<file path="config.mk">
export PLATFORM = sky130hd
export DESIGN_NAME = sequencer_transport_clock_unit
export DESIGN_NICKNAME = d
export VERILOG_FILES = /design/src/stc_pkg.sv /design/src/stc_div_lane.sv /design/src/sequencer_transport_clock_unit.sv
export SDC_FILE = /design/constraint.sdc
export NUM_CORES = 1
export LEC_CHECK = 0
export BUFFER_PORTS_ARGS = -buffer_cell sky130_fd_sc_hd__clkbuf_2
export CORE_MARGIN = 2
export CORE_UTILIZATION = 42
export CTS_BUF_LIST = sky130_fd_sc_hd__clkbuf_16
export CTS_CLUSTER_SIZE = 25
export DETAILED_ROUTE_END_ITERATION = 8
export HOLD_SLACK_MARGIN = 0.08
export SLEW_MARGIN = 25
export SYNTH_ARGS = -nofsm -noshare
export SYNTH_HDL_FRONTEND = slang
export SYNTH_SLANG_ARGS = --single-unit
</file>
<file path="constraint.sdc">
create_clock -name aclk -period 12.65 [get_ports aclk]
set_input_delay 0 -clock aclk [delete_from_list [all_inputs] [get_ports aclk]]
set_output_delay 0 -clock aclk [all_outputs]
set_load 0.01 [all_outputs]
</file>
<file path="src/stc_pkg.sv">
// ----------------------------------------------------------------------------
// stc_pkg
// Shared constants and types of the sequencer transport clock.
// ----------------------------------------------------------------------------
package stc_pkg;

    localparam int TICKS_PER_STEP = 6;
    localparam int TICKS_PER_BAR  = 96;
    localparam int NUDGE_LIMIT    = 24;

    localparam int POS_W    = 32;           // tick position and quotient width
    localparam int DIV_W    = 16;           // divisor and remainder width
    localparam int CNT_W    = $clog2(POS_W);
    localparam int ADV_W    = 17;
    localparam int CTR_W    = 16;
    localparam int ADDR_W   = 3;
    localparam int DATA_W   = 32;
    localparam int REQ_W    = 3;

    // register index, taken from paddr[2]
    localparam logic REG_PERIOD = 1'b0;

    typedef enum logic [REQ_W-1:0] {
        REQ_TICK   = 3'd0,
        REQ_START  = 3'd1,
        REQ_STOP   = 3'd2,
        REQ_TOGGLE = 3'd3,
        REQ_NUDGE  = 3'd4,
        REQ_CLEAR  = 3'd5
    } req_t;

endpackage

</file>
<file path="src/stc_div_lane.sv">
// ----------------------------------------------------------------------------
// stc_div_lane
// Bit-serial restoring divider: one quotient bit per shift cycle, MSB first.
// ----------------------------------------------------------------------------
module stc_div_lane
    import stc_pkg::*;
(
    input  logic             aclk,
    input  logic             load,
    input  logic             shift,
    input  logic [POS_W-1:0] dividend,
    input  logic [DIV_W-1:0] divisor,
    output logic [POS_W-1:0] quotient
);

    logic [POS_W-1:0] quo_reg;
    logic [DIV_W-1:0] rem_reg;
    logic [DIV_W-1:0] dvs_reg;
    logic [DIV_W:0]   trial;
    logic             fits;

    assign trial = {rem_reg, quo_reg[POS_W-1]};
    assign fits  = (trial >= {1'b0, dvs_reg});

    always_ff @(posedge aclk) begin
        if (load) begin
            quo_reg <= dividend;
            rem_reg <= '0;
            dvs_reg <= divisor;
        end else if (shift) begin
            // remainder stays below divisor, so the top trial bit drops out
            rem_reg <= fits ? DIV_W'(trial - {1'b0, dvs_reg}) : trial[DIV_W-1:0];
            quo_reg <= {quo_reg[POS_W-2:0], fits};
        end
    end

    assign quotient = quo_reg;

endmodule

</file>
<file path="src/sequencer_transport_clock_unit.sv">
// ----------------------------------------------------------------------------
// sequencer_transport_clock_unit
// Transport clock of a music sequencer: start/stop/toggle, nudge, position
// and step/bar/period boundary tracking.
// ----------------------------------------------------------------------------
//  channel   direction  handshake          payload
//  s_        in         s_valid / s_ready  s_req_type, s_nudge_ticks
//  m_        out        m_valid / m_ready  one result per tick request
//  apb       in         psel/penable       period_length at address 0
//
//  Non-tick requests complete when accepted. A tick is accepted, then runs
//  in six bit-serial divider lanes (old and new position by step,
//  bar and period length) in ST_DIV, and loads the result register in ST_DONE.
//  A stalled result holds in the output register; a non-tick request is
//  still accepted meanwhile, a tick waits in ST_DONE until the
//  register frees. Reset is synchronous and needs no clearing pass.
// ----------------------------------------------------------------------------
module sequencer_transport_clock_unit
    import stc_pkg::*;
(
    input  logic                   aclk,
    input  logic                   aresetn,

    input  logic                   s_valid,
    output logic                   s_ready,
    input  logic [REQ_W-1:0]       s_req_type,
    input  logic signed [15:0]     s_nudge_ticks,

    output logic                   m_valid,
    input  logic                   m_ready,
    output logic                   m_is_playing,
    output logic [ADV_W-1:0]       m_ticks_advanced,
    output logic [POS_W-1:0]       m_tick_position,
    output logic [POS_W-1:0]       m_step_number,
    output logic [POS_W-1:0]       m_bar_number,
    output logic [POS_W-1:0]       m_period_number,
    output logic                   m_step_hit,
    output logic                   m_bar_hit,
    output logic                   m_period_hit,

    input  logic                   psel,
    input  logic                   penable,
    input  logic                   pwrite,
    input  logic [ADDR_W-1:0]      paddr,
    input  logic [DATA_W-1:0]      pwdata,
    output logic [DATA_W-1:0]      prdata,
    output logic                   pready
);

    typedef enum logic [1:0] {ST_IDLE, ST_DIV, ST_DONE} state_t;
    typedef enum logic [1:0] {KIND_START, KIND_HOLD, KIND_ADV} kind_t;

    localparam logic signed [17:0] LIM_POS = 18'(NUDGE_LIMIT);
    localparam logic signed [17:0] LIM_NEG = -18'(NUDGE_LIMIT);
    localparam int NLANE = 6;

    // ---------------- configuration ----------------
    logic [DIV_W-1:0] period_reg;
    logic             cfg_wr;

    assign pready = 1'b1;
    assign cfg_wr = psel && penable && pwrite && (paddr[2] == REG_PERIOD);

    always_ff @(posedge aclk) begin
        if (!aresetn) begin
            period_reg <= '0;
        end else if (cfg_wr) begin
            period_reg <= pwdata[DIV_W-1:0];
        end
    end

    assign prdata = (paddr[2] == REG_PERIOD) ? {{(DATA_W-DIV_W){1'b0}}, period_reg} : '0;

    // ---------------- transport state ----------------
    logic             running_reg, running_next;
    logic             start_pend_reg, start_pend_next;
    logic             stop_pend_reg, stop_pend_next;
    logic             first_reg, first_next;
    logic [POS_W-1:0] pos_reg, pos_next;
    logic [CTR_W-1:0] offset_reg, offset_next;
    logic [CTR_W-1:0] extra_reg, extra_next;
    logic [CTR_W-1:0] skip_reg, skip_next;

    state_t           state_reg;
    logic [CNT_W-1:0] cnt_reg;
    logic             accept;
    logic             tick_acc;

    assign s_ready  = (state_reg == ST_IDLE);
    assign accept   = s_valid && s_ready;
    assign tick_acc = accept && (s_req_type == REQ_TICK);

    // nudge datapath
    logic signed [17:0] cur18, t18, target18, clamp18, applied18;
    logic [CTR_W-1:0]   mag;
    logic [CTR_W:0]     extra_sum, skip_sum;

    assign cur18     = 18'(signed'(offset_reg));
    assign t18       = (s_req_type == REQ_NUDGE) ? 18'(s_nudge_ticks) : -cur18;
    assign target18  = cur18 + t18;
    assign clamp18   = (target18 > LIM_POS) ? LIM_POS :
                       (target18 < LIM_NEG) ? LIM_NEG : target18;
    assign applied18 = clamp18 - cur18;
    assign mag       = applied18[17] ? CTR_W'(-applied18) : CTR_W'(applied18);
    assign extra_sum = {1'b0, extra_reg} + {1'b0, mag};
    assign skip_sum  = {1'b0, skip_reg} + {1'b0, mag};

    // tick datapath
    logic             run_eff;
    logic [ADV_W-1:0] adv;
    logic [POS_W:0]   pos_sum;
    kind_t            kind;

    assign run_eff = stop_pend_reg ? 1'b0 : running_reg;
    assign adv     = first_reg ? {1'b0, extra_reg} : {1'b0, extra_reg} + ADV_W'(1);
    assign pos_sum = {1'b0, pos_reg} + {{(POS_W+1-ADV_W){1'b0}}, adv};

    always_comb begin
        if (start_pend_reg) begin
            kind = KIND_START;
        end else if (!run_eff || (skip_reg != '0)) begin
            kind = KIND_HOLD;
        end else begin
            kind = KIND_ADV;
        end
    end

    always_comb begin
        running_next    = running_reg;
        start_pend_next = start_pend_reg;
        stop_pend_next  = stop_pend_reg;
        first_next      = first_reg;
        pos_next        = pos_reg;
        offset_next     = offset_reg;
        extra_next      = extra_reg;
        skip_next       = skip_reg;
        if (accept) begin
            case (s_req_type)
                REQ_TICK: begin
                    running_next   = run_eff;
                    stop_pend_next = 1'b0;
                    case (kind)
                        KIND_START: begin
                            running_next    = 1'b1;
                            start_pend_next = 1'b0;
                            first_next      = 1'b0;
                            pos_next        = '0;
                            offset_next     = '0;
                            extra_next      = '0;
                            skip_next       = '0;
                        end
                        KIND_HOLD: begin
                            if (run_eff) begin
                                skip_next = skip_reg - CTR_W'(1);
                            end
                        end
                        KIND_ADV: begin
                            extra_next = '0;
                            first_next = 1'b0;
                            pos_next   = pos_sum[POS_W-1:0];
                        end
                        default: ;
                    endcase
                end
                REQ_START: begin
                    start_pend_next = 1'b1;
                    stop_pend_next  = 1'b0;
                end
                REQ_STOP: begin
                    stop_pend_next  = 1'b1;
                    start_pend_next = 1'b0;
                end
                REQ_TOGGLE: begin
                    if (running_reg && !stop_pend_reg) begin
                        stop_pend_next  = 1'b1;
                        start_pend_next = 1'b0;
                    end else begin
                        start_pend_next = 1'b1;
                        stop_pend_next  = 1'b0;
                    end
                end
                REQ_NUDGE, REQ_CLEAR: begin
                    if (applied18 != '0) begin
                        offset_next = clamp18[CTR_W-1:0];
                        if (applied18[17]) begin
                            skip_next = skip_sum[CTR_W] ? '1 : skip_sum[CTR_W-1:0];
                        end else begin
                            extra_next = extra_sum[CTR_W] ? '1 : extra_sum[CTR_W-1:0];
                        end
                    end
                end
                default: ;
            endcase
        end
    end

    always_ff @(posedge aclk) begin
        if (!aresetn) begin
            running_reg    <= 1'b0;
            start_pend_reg <= 1'b0;
            stop_pend_reg  <= 1'b0;
            first_reg      <= 1'b1;
            pos_reg        <= '0;
            offset_reg     <= '0;
            extra_reg      <= '0;
            skip_reg       <= '0;
        end else begin
            running_reg    <= running_next;
            start_pend_reg <= start_pend_next;
            stop_pend_reg  <= stop_pend_next;
            first_reg      <= first_next;
            pos_reg        <= pos_next;
            offset_reg     <= offset_next;
            extra_reg      <= extra_next;
            skip_reg       <= skip_next;
        end
    end

    // ---------------- result capture at accept ----------------
    kind_t            hd_kind_reg;
    logic             hd_playing_reg;
    logic             hd_first_reg;
    logic             hd_wrap_reg;
    logic [ADV_W-1:0] hd_adv_reg;

    always_ff @(posedge aclk) begin
        if (tick_acc) begin
            hd_kind_reg    <= kind;
            hd_playing_reg <= (kind == KIND_START) ? 1'b1 : run_eff;
            hd_first_reg   <= first_reg;
            hd_wrap_reg    <= pos_sum[POS_W];
            case (kind)
                KIND_START: hd_adv_reg <= ADV_W'(1);
                KIND_ADV:   hd_adv_reg <= adv;
                default:    hd_adv_reg <= '0;
            endcase
        end
    end

    // ---------------- divider lanes ----------------
    // lanes 0..2: old position by step, bar, period; lanes 3..5: new position
    logic [DIV_W-1:0] per_eff;
    logic [POS_W-1:0] lane_dividend [NLANE];
    logic [DIV_W-1:0] lane_divisor  [NLANE];
    logic [POS_W-1:0] lane_quo      [NLANE];
    logic             lane_shift;

    assign per_eff    = (period_reg == '0) ? DIV_W'(TICKS_PER_BAR) : period_reg;
    assign lane_shift = (state_reg == ST_DIV);

    genvar g;
    generate
        for (g = 0; g < NLANE; g++) begin : g_lane
            assign lane_dividend[g] = (g < 3) ? pos_reg : pos_next;
            assign lane_divisor[g]  = ((g % 3) == 0) ? DIV_W'(TICKS_PER_STEP) :
                                      ((g % 3) == 1) ? DIV_W'(TICKS_PER_BAR) : per_eff;
            stc_div_lane u_lane (
                .aclk     (aclk),
                .load     (tick_acc),
                .shift    (lane_shift),
                .dividend (lane_dividend[g]),
                .divisor  (lane_divisor[g]),
                .quotient (lane_quo[g])
            );
        end
    endgenerate

    // boundary flags from the finished quotients
    logic adv_any, is_adv, is_start;
    logic step_x, bar_x, per_x;

    assign is_adv   = (hd_kind_reg == KIND_ADV);
    assign is_start = (hd_kind_reg == KIND_START);
    assign adv_any  = (hd_adv_reg != '0) && is_adv;
    assign step_x   = adv_any && (hd_wrap_reg || (lane_quo[3] != lane_quo[0]));
    assign bar_x    = adv_any && (hd_wrap_reg || (lane_quo[4] != lane_quo[1]));
    assign per_x    = adv_any && (hd_wrap_reg || (lane_quo[5] != lane_quo[2]));

    // ---------------- sequencer and result register ----------------
    logic             m_valid_reg;
    logic             out_free;
    logic             res_load;
    logic             res_playing_reg, res_step_hit_reg, res_bar_hit_reg, res_per_hit_reg;
    logic [ADV_W-1:0] res_adv_reg;
    logic [POS_W-1:0] res_pos_reg, res_step_reg, res_bar_reg, res_per_reg;
    logic             force_hit;

    assign out_free  = !m_valid_reg || m_ready;
    assign res_load  = (state_reg == ST_DONE) && out_free;
    assign force_hit = is_start || (is_adv && hd_first_reg);

    always_ff @(posedge aclk) begin
        if (!aresetn) begin
            state_reg   <= ST_IDLE;
            cnt_reg     <= '0;
            m_valid_reg <= 1'b0;
        end else begin
            if (m_valid_reg && m_ready && !res_load) begin
                m_valid_reg <= 1'b0;
            end
            case (state_reg)
                ST_IDLE: begin
                    if (tick_acc) begin
                        state_reg <= ST_DIV;
                        cnt_reg   <= CNT_W'(POS_W - 1);
                    end
                end
                ST_DIV: begin
                    cnt_reg <= cnt_reg - CNT_W'(1);
                    if (cnt_reg == '0) begin
                        state_reg <= ST_DONE;
                    end
                end
                ST_DONE: begin
                    // hold the finished request until the result register frees
                    if (out_free) begin
                        state_reg        <= ST_IDLE;
                        m_valid_reg      <= 1'b1;
                        res_playing_reg  <= hd_playing_reg;
                        res_adv_reg      <= hd_adv_reg;
                        res_pos_reg      <= pos_reg;
                        res_step_reg     <= lane_quo[3];
                        res_bar_reg      <= is_adv ? lane_quo[4] : '0;
                        res_per_reg      <= is_adv ? lane_quo[5] : '0;
                        res_step_hit_reg <= force_hit || step_x;
                        res_bar_hit_reg  <= force_hit || bar_x;
                        res_per_hit_reg  <= force_hit || per_x;
                    end
                end
                default: begin
                    state_reg <= ST_IDLE;
                end
            endcase
        end
    end

    assign m_valid          = m_valid_reg;
    assign m_is_playing     = res_playing_reg;
    assign m_ticks_advanced = res_adv_reg;
    assign m_tick_position  = res_pos_reg;
    assign m_step_number    = res_step_reg;
    assign m_bar_number     = res_bar_reg;
    assign m_period_number  = res_per_reg;
    assign m_step_hit       = res_step_hit_reg;
    assign m_bar_hit        = res_bar_hit_reg;
    assign m_period_hit     = res_per_hit_reg;

endmodule

</file>
==> out/qor.csv, run 1 <==
metric,value,unit
status,completed,
netlist_area,0.0314,mm^2
period_share,89.4,%
clock-sinks,583,
skew,0.0218,ns
core_area,0.0743,mm^2
path_class,reg -> reg,
avgRoutedWirePerCell,19.7,um
antenna_found_initial,0,
grt_overflow_total,0,
syn2layout_area_growth,13.6,%
die_h,278,um
top_usage_layer,met2,
worstPathRequired,13.13,ns
final_antenna_net_count,0,
cts_tree,done,
drtIter0Drc,1866,
maxCapViolations,0,
reg2reg_slack,1.34,ns
max_stage_delay,0.58,ns
cp_data_arrival_time,11.79,ns
die_w,278,um
dieArea,0.0770,mm^2
min_path_type,in -> reg,
ys_seq_area_share,49.2,%
cts_buffers,68,
synth_seq_cells,583,
rsz0062_at_grt,no,
dpl.hpwl,62900,um
synth_edf_count,379,
largest_reg_flops,192,
wirelength,87400,um
post-place-ws,1.49,ns
max-clock-path-buffers,3,
portBuffers,209,
yosysTopAreaCellShare,36.2,%
setup_slack,1.34,ns
slew_viol_final,0,
std_cell_rows,100,
grt_pass1_wl,134000,um
antennaDiodeCount,0,
period_minus_slack,11.31,ns
max_freq,88.4,MHz
use_met3,3.84,%
place_congestion,0.883,
final_util,48.1,%
async_flop_share,0,%
tns,0,ns
final-hold-violation-count,0,
drc,0,
first_global_vias,23000,
synth_warnings,0,
clkLatencyLatePin,0.60,ns
cts_max_level,3,
grtUsageTotal,22.1,%
worstMarginPinSlew,1.03,ns
use_met2,36.9,%
viasPerCell,5.53,
dr.pass1.iters,5,
finalNetCount,3608,
vias,24500,
syn_area_per_cell,9.75,um^2
relSlewSlack,30.6,%
crit_path_max_fanout,15,
end_kind,flop,
synth_area_leaders,"edfxtp_1 (36%), dfxtp_1 (13%), nand2_1 (6.6%)",
cp_slowest_cell,o41ai_1,
yosysTopAreaCell,edfxtp_1,
synth.distinct_cells,93,
start_util,42.3,%
synth_cells,3223,
grt_max_degree,150,
grtUsageMet1,29.5,%
start_kind,flop,
drive_above_1_share,11.1,%
path_clk_slew,0.06,ns
setup_viol,0,
num_io_pins,245,
ys.flop_type,edfxtp_1,
clockRootBuffer,clkbuf_16,
worst max-delay path, delay by kind of cell (launching register included):
kind / cells / cell delay [ns]
buf+inv: 1 / 0.21
compound gates: 20 / 4.83
fa+ha+maj: 4 / 1.61
xor+xnor: 4 / 1.35
flops: 1 / 0.38
simple gates: 13 / 2.80
cells by family after synthesis:
family / share of synthesized area [%]
AND/OR/NAND/NOR: 18.5
AO/OA/AOI/OAI: 15.2
flip-flops: 49.2
XOR/XNOR: 7.41
buffers and inverters: 3.33
adder cells (fa/ha/maj): 5.46
multiplexers: 0.908
other: 0.0239
stage by stage:
step | std cells | hold slack, ns | cell area [um^2]
2_1_floorplan | 3238 | 0.0464 | 31500
3_3_place_gp | 4282 | 0.228 | 33300
3_5_place_dp | 4282 | 0.231 | 33300
4_1_cts | 4434 | 0.0816 | 35700
5_1_grt | 4435 | 0.181 | 35700
6_report | 4435 | 0.135 | 35700
area by class of cell:
| type | count | area [um^2] |
|---|---|---|
| Fill cell | 7056 | 38600 |
| Tap cell | 969 | 1210 |
| Sequential cell | 583 | 15500 |
| Clock buffer | 69 | 1730 |
| Inverter | 94 | 365 |
| Timing Repair Buffer | 267 | 1570 |
| Multi-Input combinational cell | 2400 | 15000 |
| Clock inverter | 53 | 350 |
metal layers:
metal / routed length (um) / vias to the layer above
met5: 0 / -
met4: 1930 / 0
met3: 5160 / 97
met2: 41900 / 623
met1: 38400 / 11900
li1: - / 11900
worst paths after layout:
check,start,endpoint,cells past startpoint
worst min-delay path,penable,period_reg[4],4
worst max register to register,offset_reg[2],extra_reg[7],42
worst min register to register,hd_playing_reg,m_is_playing,0
worst max-delay path,offset_reg[2],extra_reg[7],42
cell usage after synthesis, types with 73 or more instances:
library cell / count
nand2_1: 551
edfxtp_1: 379
nor2_1: 205
dfxtp_1: 204
o21ai_0: 199
xnor2_1: 158
a21oi_1: 148
clkbuf_1: 132
ha_1: 126
xor2_1: 106
and2_1: 93
inv_1: 93
nor3_1: 73
repair_timing:
item / in CTS / in global routing
buffers inserted: 0 / 0
hold buffers: 30 / 0
endpoints found under the hold margin: 41 / 0
endpoints found under the setup margin: 0 / 0
gates resized for setup: 0 / 0
placed cells by master (no fill, tap or decap), types with 25 or more instances in the layout:
| cell type | instances |
|---|---|
| and2_1 | 93 |
| nand4_1 | 33 |
| dlygate4sd3_1 | 30 |
| o21ai_0 | 199 |
| and3_1 | 25 |
| buf_4 | 26 |
| inv_1 | 106 |
| nand2_1 | 550 |
| ha_1 | 126 |
| nand3_1 | 53 |
| dfxtp_1 | 204 |
| clkbuf_16 | 69 |
| or3_1 | 25 |
| xnor2_1 | 158 |
| nor2b_1 | 49 |
| nor4_1 | 43 |
| o21a_1 | 63 |
| a21o_1 | 39 |
| a21oi_1 | 148 |
| edfxtp_1 | 379 |
| xor2_1 | 106 |
| a211oi_1 | 27 |
| nor3_1 | 72 |
| clkbuf_2 | 210 |
| nor2_1 | 204 |
| nand2b_1 | 26 |
Power of run 1 is left out: the tool's default activity adds up to more than one toggle a clock period on the data nets, which glitch-free logic cannot reach.
==> inputs of run 2 (changes only) <==
--- a/config.mk
+++ b/config.mk
@@ -15,4 +15,5 @@
 export SLEW_MARGIN = 25
 export SYNTH_ARGS = -nofsm -noshare
 export SYNTH_HDL_FRONTEND = slang
+export SYNTH_HIERARCHICAL = 1
 export SYNTH_SLANG_ARGS = --single-unit
==> out/qor.csv, run 2 <==
metric,value,unit,change
drtIter0Drc,2159,,+16%
first_global_vias,27100,,+18%
netlist_area,0.0382,mm^2,+22%
synth_edf_count,459,,+21%
final-hold-violation-count,0,,unchanged
dpl.hpwl,70800,um,+12%
setup_viol,0,,unchanged
period_minus_slack,11.13,ns,-0.189 ns
crit_path_max_fanout,26,,+11
final_common_cell,edfxtp_1,,
cts_buffers,76,,+12%
portBuffers,209,,unchanged
clkLatencyLatePin,0.63,ns,+0.03 ns
syn_area_per_cell,10.4,um^2,+7.0%
cp_data_arrival_time,11.66,ns,-0.13 ns
std_cell_rows,110,,+10%
core_area,0.0900,mm^2,+21%
num_io_pins,245,,unchanged
rsz0062_at_grt,no,,
synth_most_common_cell,edfxtp_1,,
grt_overflow_total,0,,unchanged
max_stage_delay,0.76,ns,+0.18 ns
yosysTopAreaCellShare,36.1,%,-0.13 points
netlist_top_cells_count,"edfxtp_1 (459), nand2_1 (296), nor2_1 (219), dfxtp_1 (204), inv_1 (193)",,
synth_cells,3659,,+14%
slew_viol_final,0,,unchanged
fill_cells,8342,,+18%
worstMarginPinSlew,1.05,ns,+0.0114 ns
die_h,306,um,+10%
synth.distinct_cells,92,,-1.1%
worstPathRequired,13.19,ns,+0.06 ns
cts_resized,0,,unchanged
clockRootBuffer,clkbuf_16,,
cp_slowest_cell,ha_1,,
cts_setup_buffers,0,,unchanged
drc,0,,unchanged
final_antenna_net_count,0,,unchanged
final_util,48.3,%,+0.22 points
viasPerCell,5.51,,-0.30%
end_kind,flop,,
path_clk_slew,0.06,ns,about the same
place_congestion,0.891,,+0.88%
avgRoutedWirePerCell,19.1,um,-2.9%
start_util,42.4,%,+0.15 points
timing.hold.ws,0.201,ns,+0.0660 ns
maxCapViolations,0,,unchanged
drive_above_1_share,15.4,%,+4.4 points
dieArea,0.0934,mm^2,+21%
relSlewSlack,30.3,%,-0.38 points
async_flop_share,0,%,unchanged
grt_max_degree,83,,-45%
min_path_type,in -> reg,,
start_kind,flop,,
wirelength,98900,um,+13%
cts-hold-fix-buffers,44,,+47%
largest_reg_flops,192,,unchanged
grtUsageTotal,20.7,%,-1.4 points
status,completed,,
period_share,87.9,%,-1.5 points
syn2layout_area_growth,13.8,%,
cts_max_level,3,,unchanged
dr.pass1.iters,6,,+1
vias,28500,,+16%
cts_tree,done,,
finalNetCount,4187,,+16%
die_w,306,um,+10%
synth_seq_cells,663,,+14%
ys_seq_area_share,46.8,%,-2.4 points
reg2reg_slack,1.52,ns,+0.19 ns
tns,0,ns,unchanged
skew,0.0206,ns,-0.00116 ns
ys.flop_type,edfxtp_1,,
grt_pass1_wl,154000,um,+15%
yosysTopAreaCell,edfxtp_1,,
synth_warnings,6,,+6
path_class,reg -> reg,,
clock-sinks,663,,+14%
max_freq,89.9,MHz,+1.7%
layout_common_cells,"edfxtp_1 (459), nand2_1 (296), nor2_1 (216)",,
antenna_found_initial,6,,+6
synth_area_leaders,"edfxtp_1 (36%), dfxtp_1 (11%), ha_1 (6.1%)",,
max-clock-path-buffers,3,,unchanged
run 2: kinds of logic (layout without fill, tap and decap cells):
logic type | Yosys count | count (layout) | synth area share, %
AO/OA/AOI/OAI | 783 | 783 | 13.8
XOR/XNOR | 260 | 260 | 5.96
adder cells (fa/ha/maj) | 197 | 197 | 6.67
buffers and inverters | 361 | 615 | 4.05
flip-flops | 663 | 663 | 46.8
multiplexers | 281 | 281 | 7.99
other | 2 | 83 | 0.0197
AND/OR/NAND/NOR | 1112 | 1112 | 14.8
run 2: area by class of cell:
type | count | area, um^2 | share of cell area [%]
Antenna cell | 2 | 5.00 | 0.0115
Clock buffer | 77 | 1930 | 4.43
Clock inverter | 64 | 632 | 1.45
Inverter | 194 | 736 | 1.69
Multi-Input combinational cell | 2714 | 19100 | 44.0
Sequential cell | 663 | 17900 | 41.1
Tap cell | 1176 | 1470 | 3.39
Timing Repair Buffer | 280 | 1700 | 3.90
run 2: worst paths after layout:
check / to / from / depth (start not counted)
hold reg to reg: m_is_playing / hd_playing_reg / 0
hold / removal: offset_reg[5] / s_nudge_ticks[5] / 7
setup / recovery: skip_reg[4] / offset_reg[2] / 38
setup reg to reg: skip_reg[4] / offset_reg[2] / 38
run 2: per-stage QoR:
| stage | cell area, um^2 | cells | setup WS [ns] |
|---|---|---|---|
| CTS | 43400 | 5168 | 1.59 |
| global route | 43500 | 5169 | 0.505 |
| floorplan | 38500 | 3738 | 3.48 |
| detailed placement | 40400 | 4983 | 1.62 |
| global placement | 40400 | 4983 | 1.82 |
| finish | 43500 | 5170 | 1.52 |
run 2: worst max-delay path: cells and delay by family (launching register included):
kind            cells  cell delay, ns
compound gates     13            3.80
buf+inv             2            0.37
xor+xnor            3            0.69
fa+ha+maj           4            1.84
mux                 1            0.25
simple gates       15            3.65
flops               1            0.38
run 2: per-layer routing:
layer | track usage (%) | part of all wire [%]
met1 | 29.2 | 47
met2 | 33.2 | 45
met3 | 2.56 | 4.9
met4 | 6.28 | 2.5
met5 | 0 | 0.022
Power of run 2 is left out for the same reason.
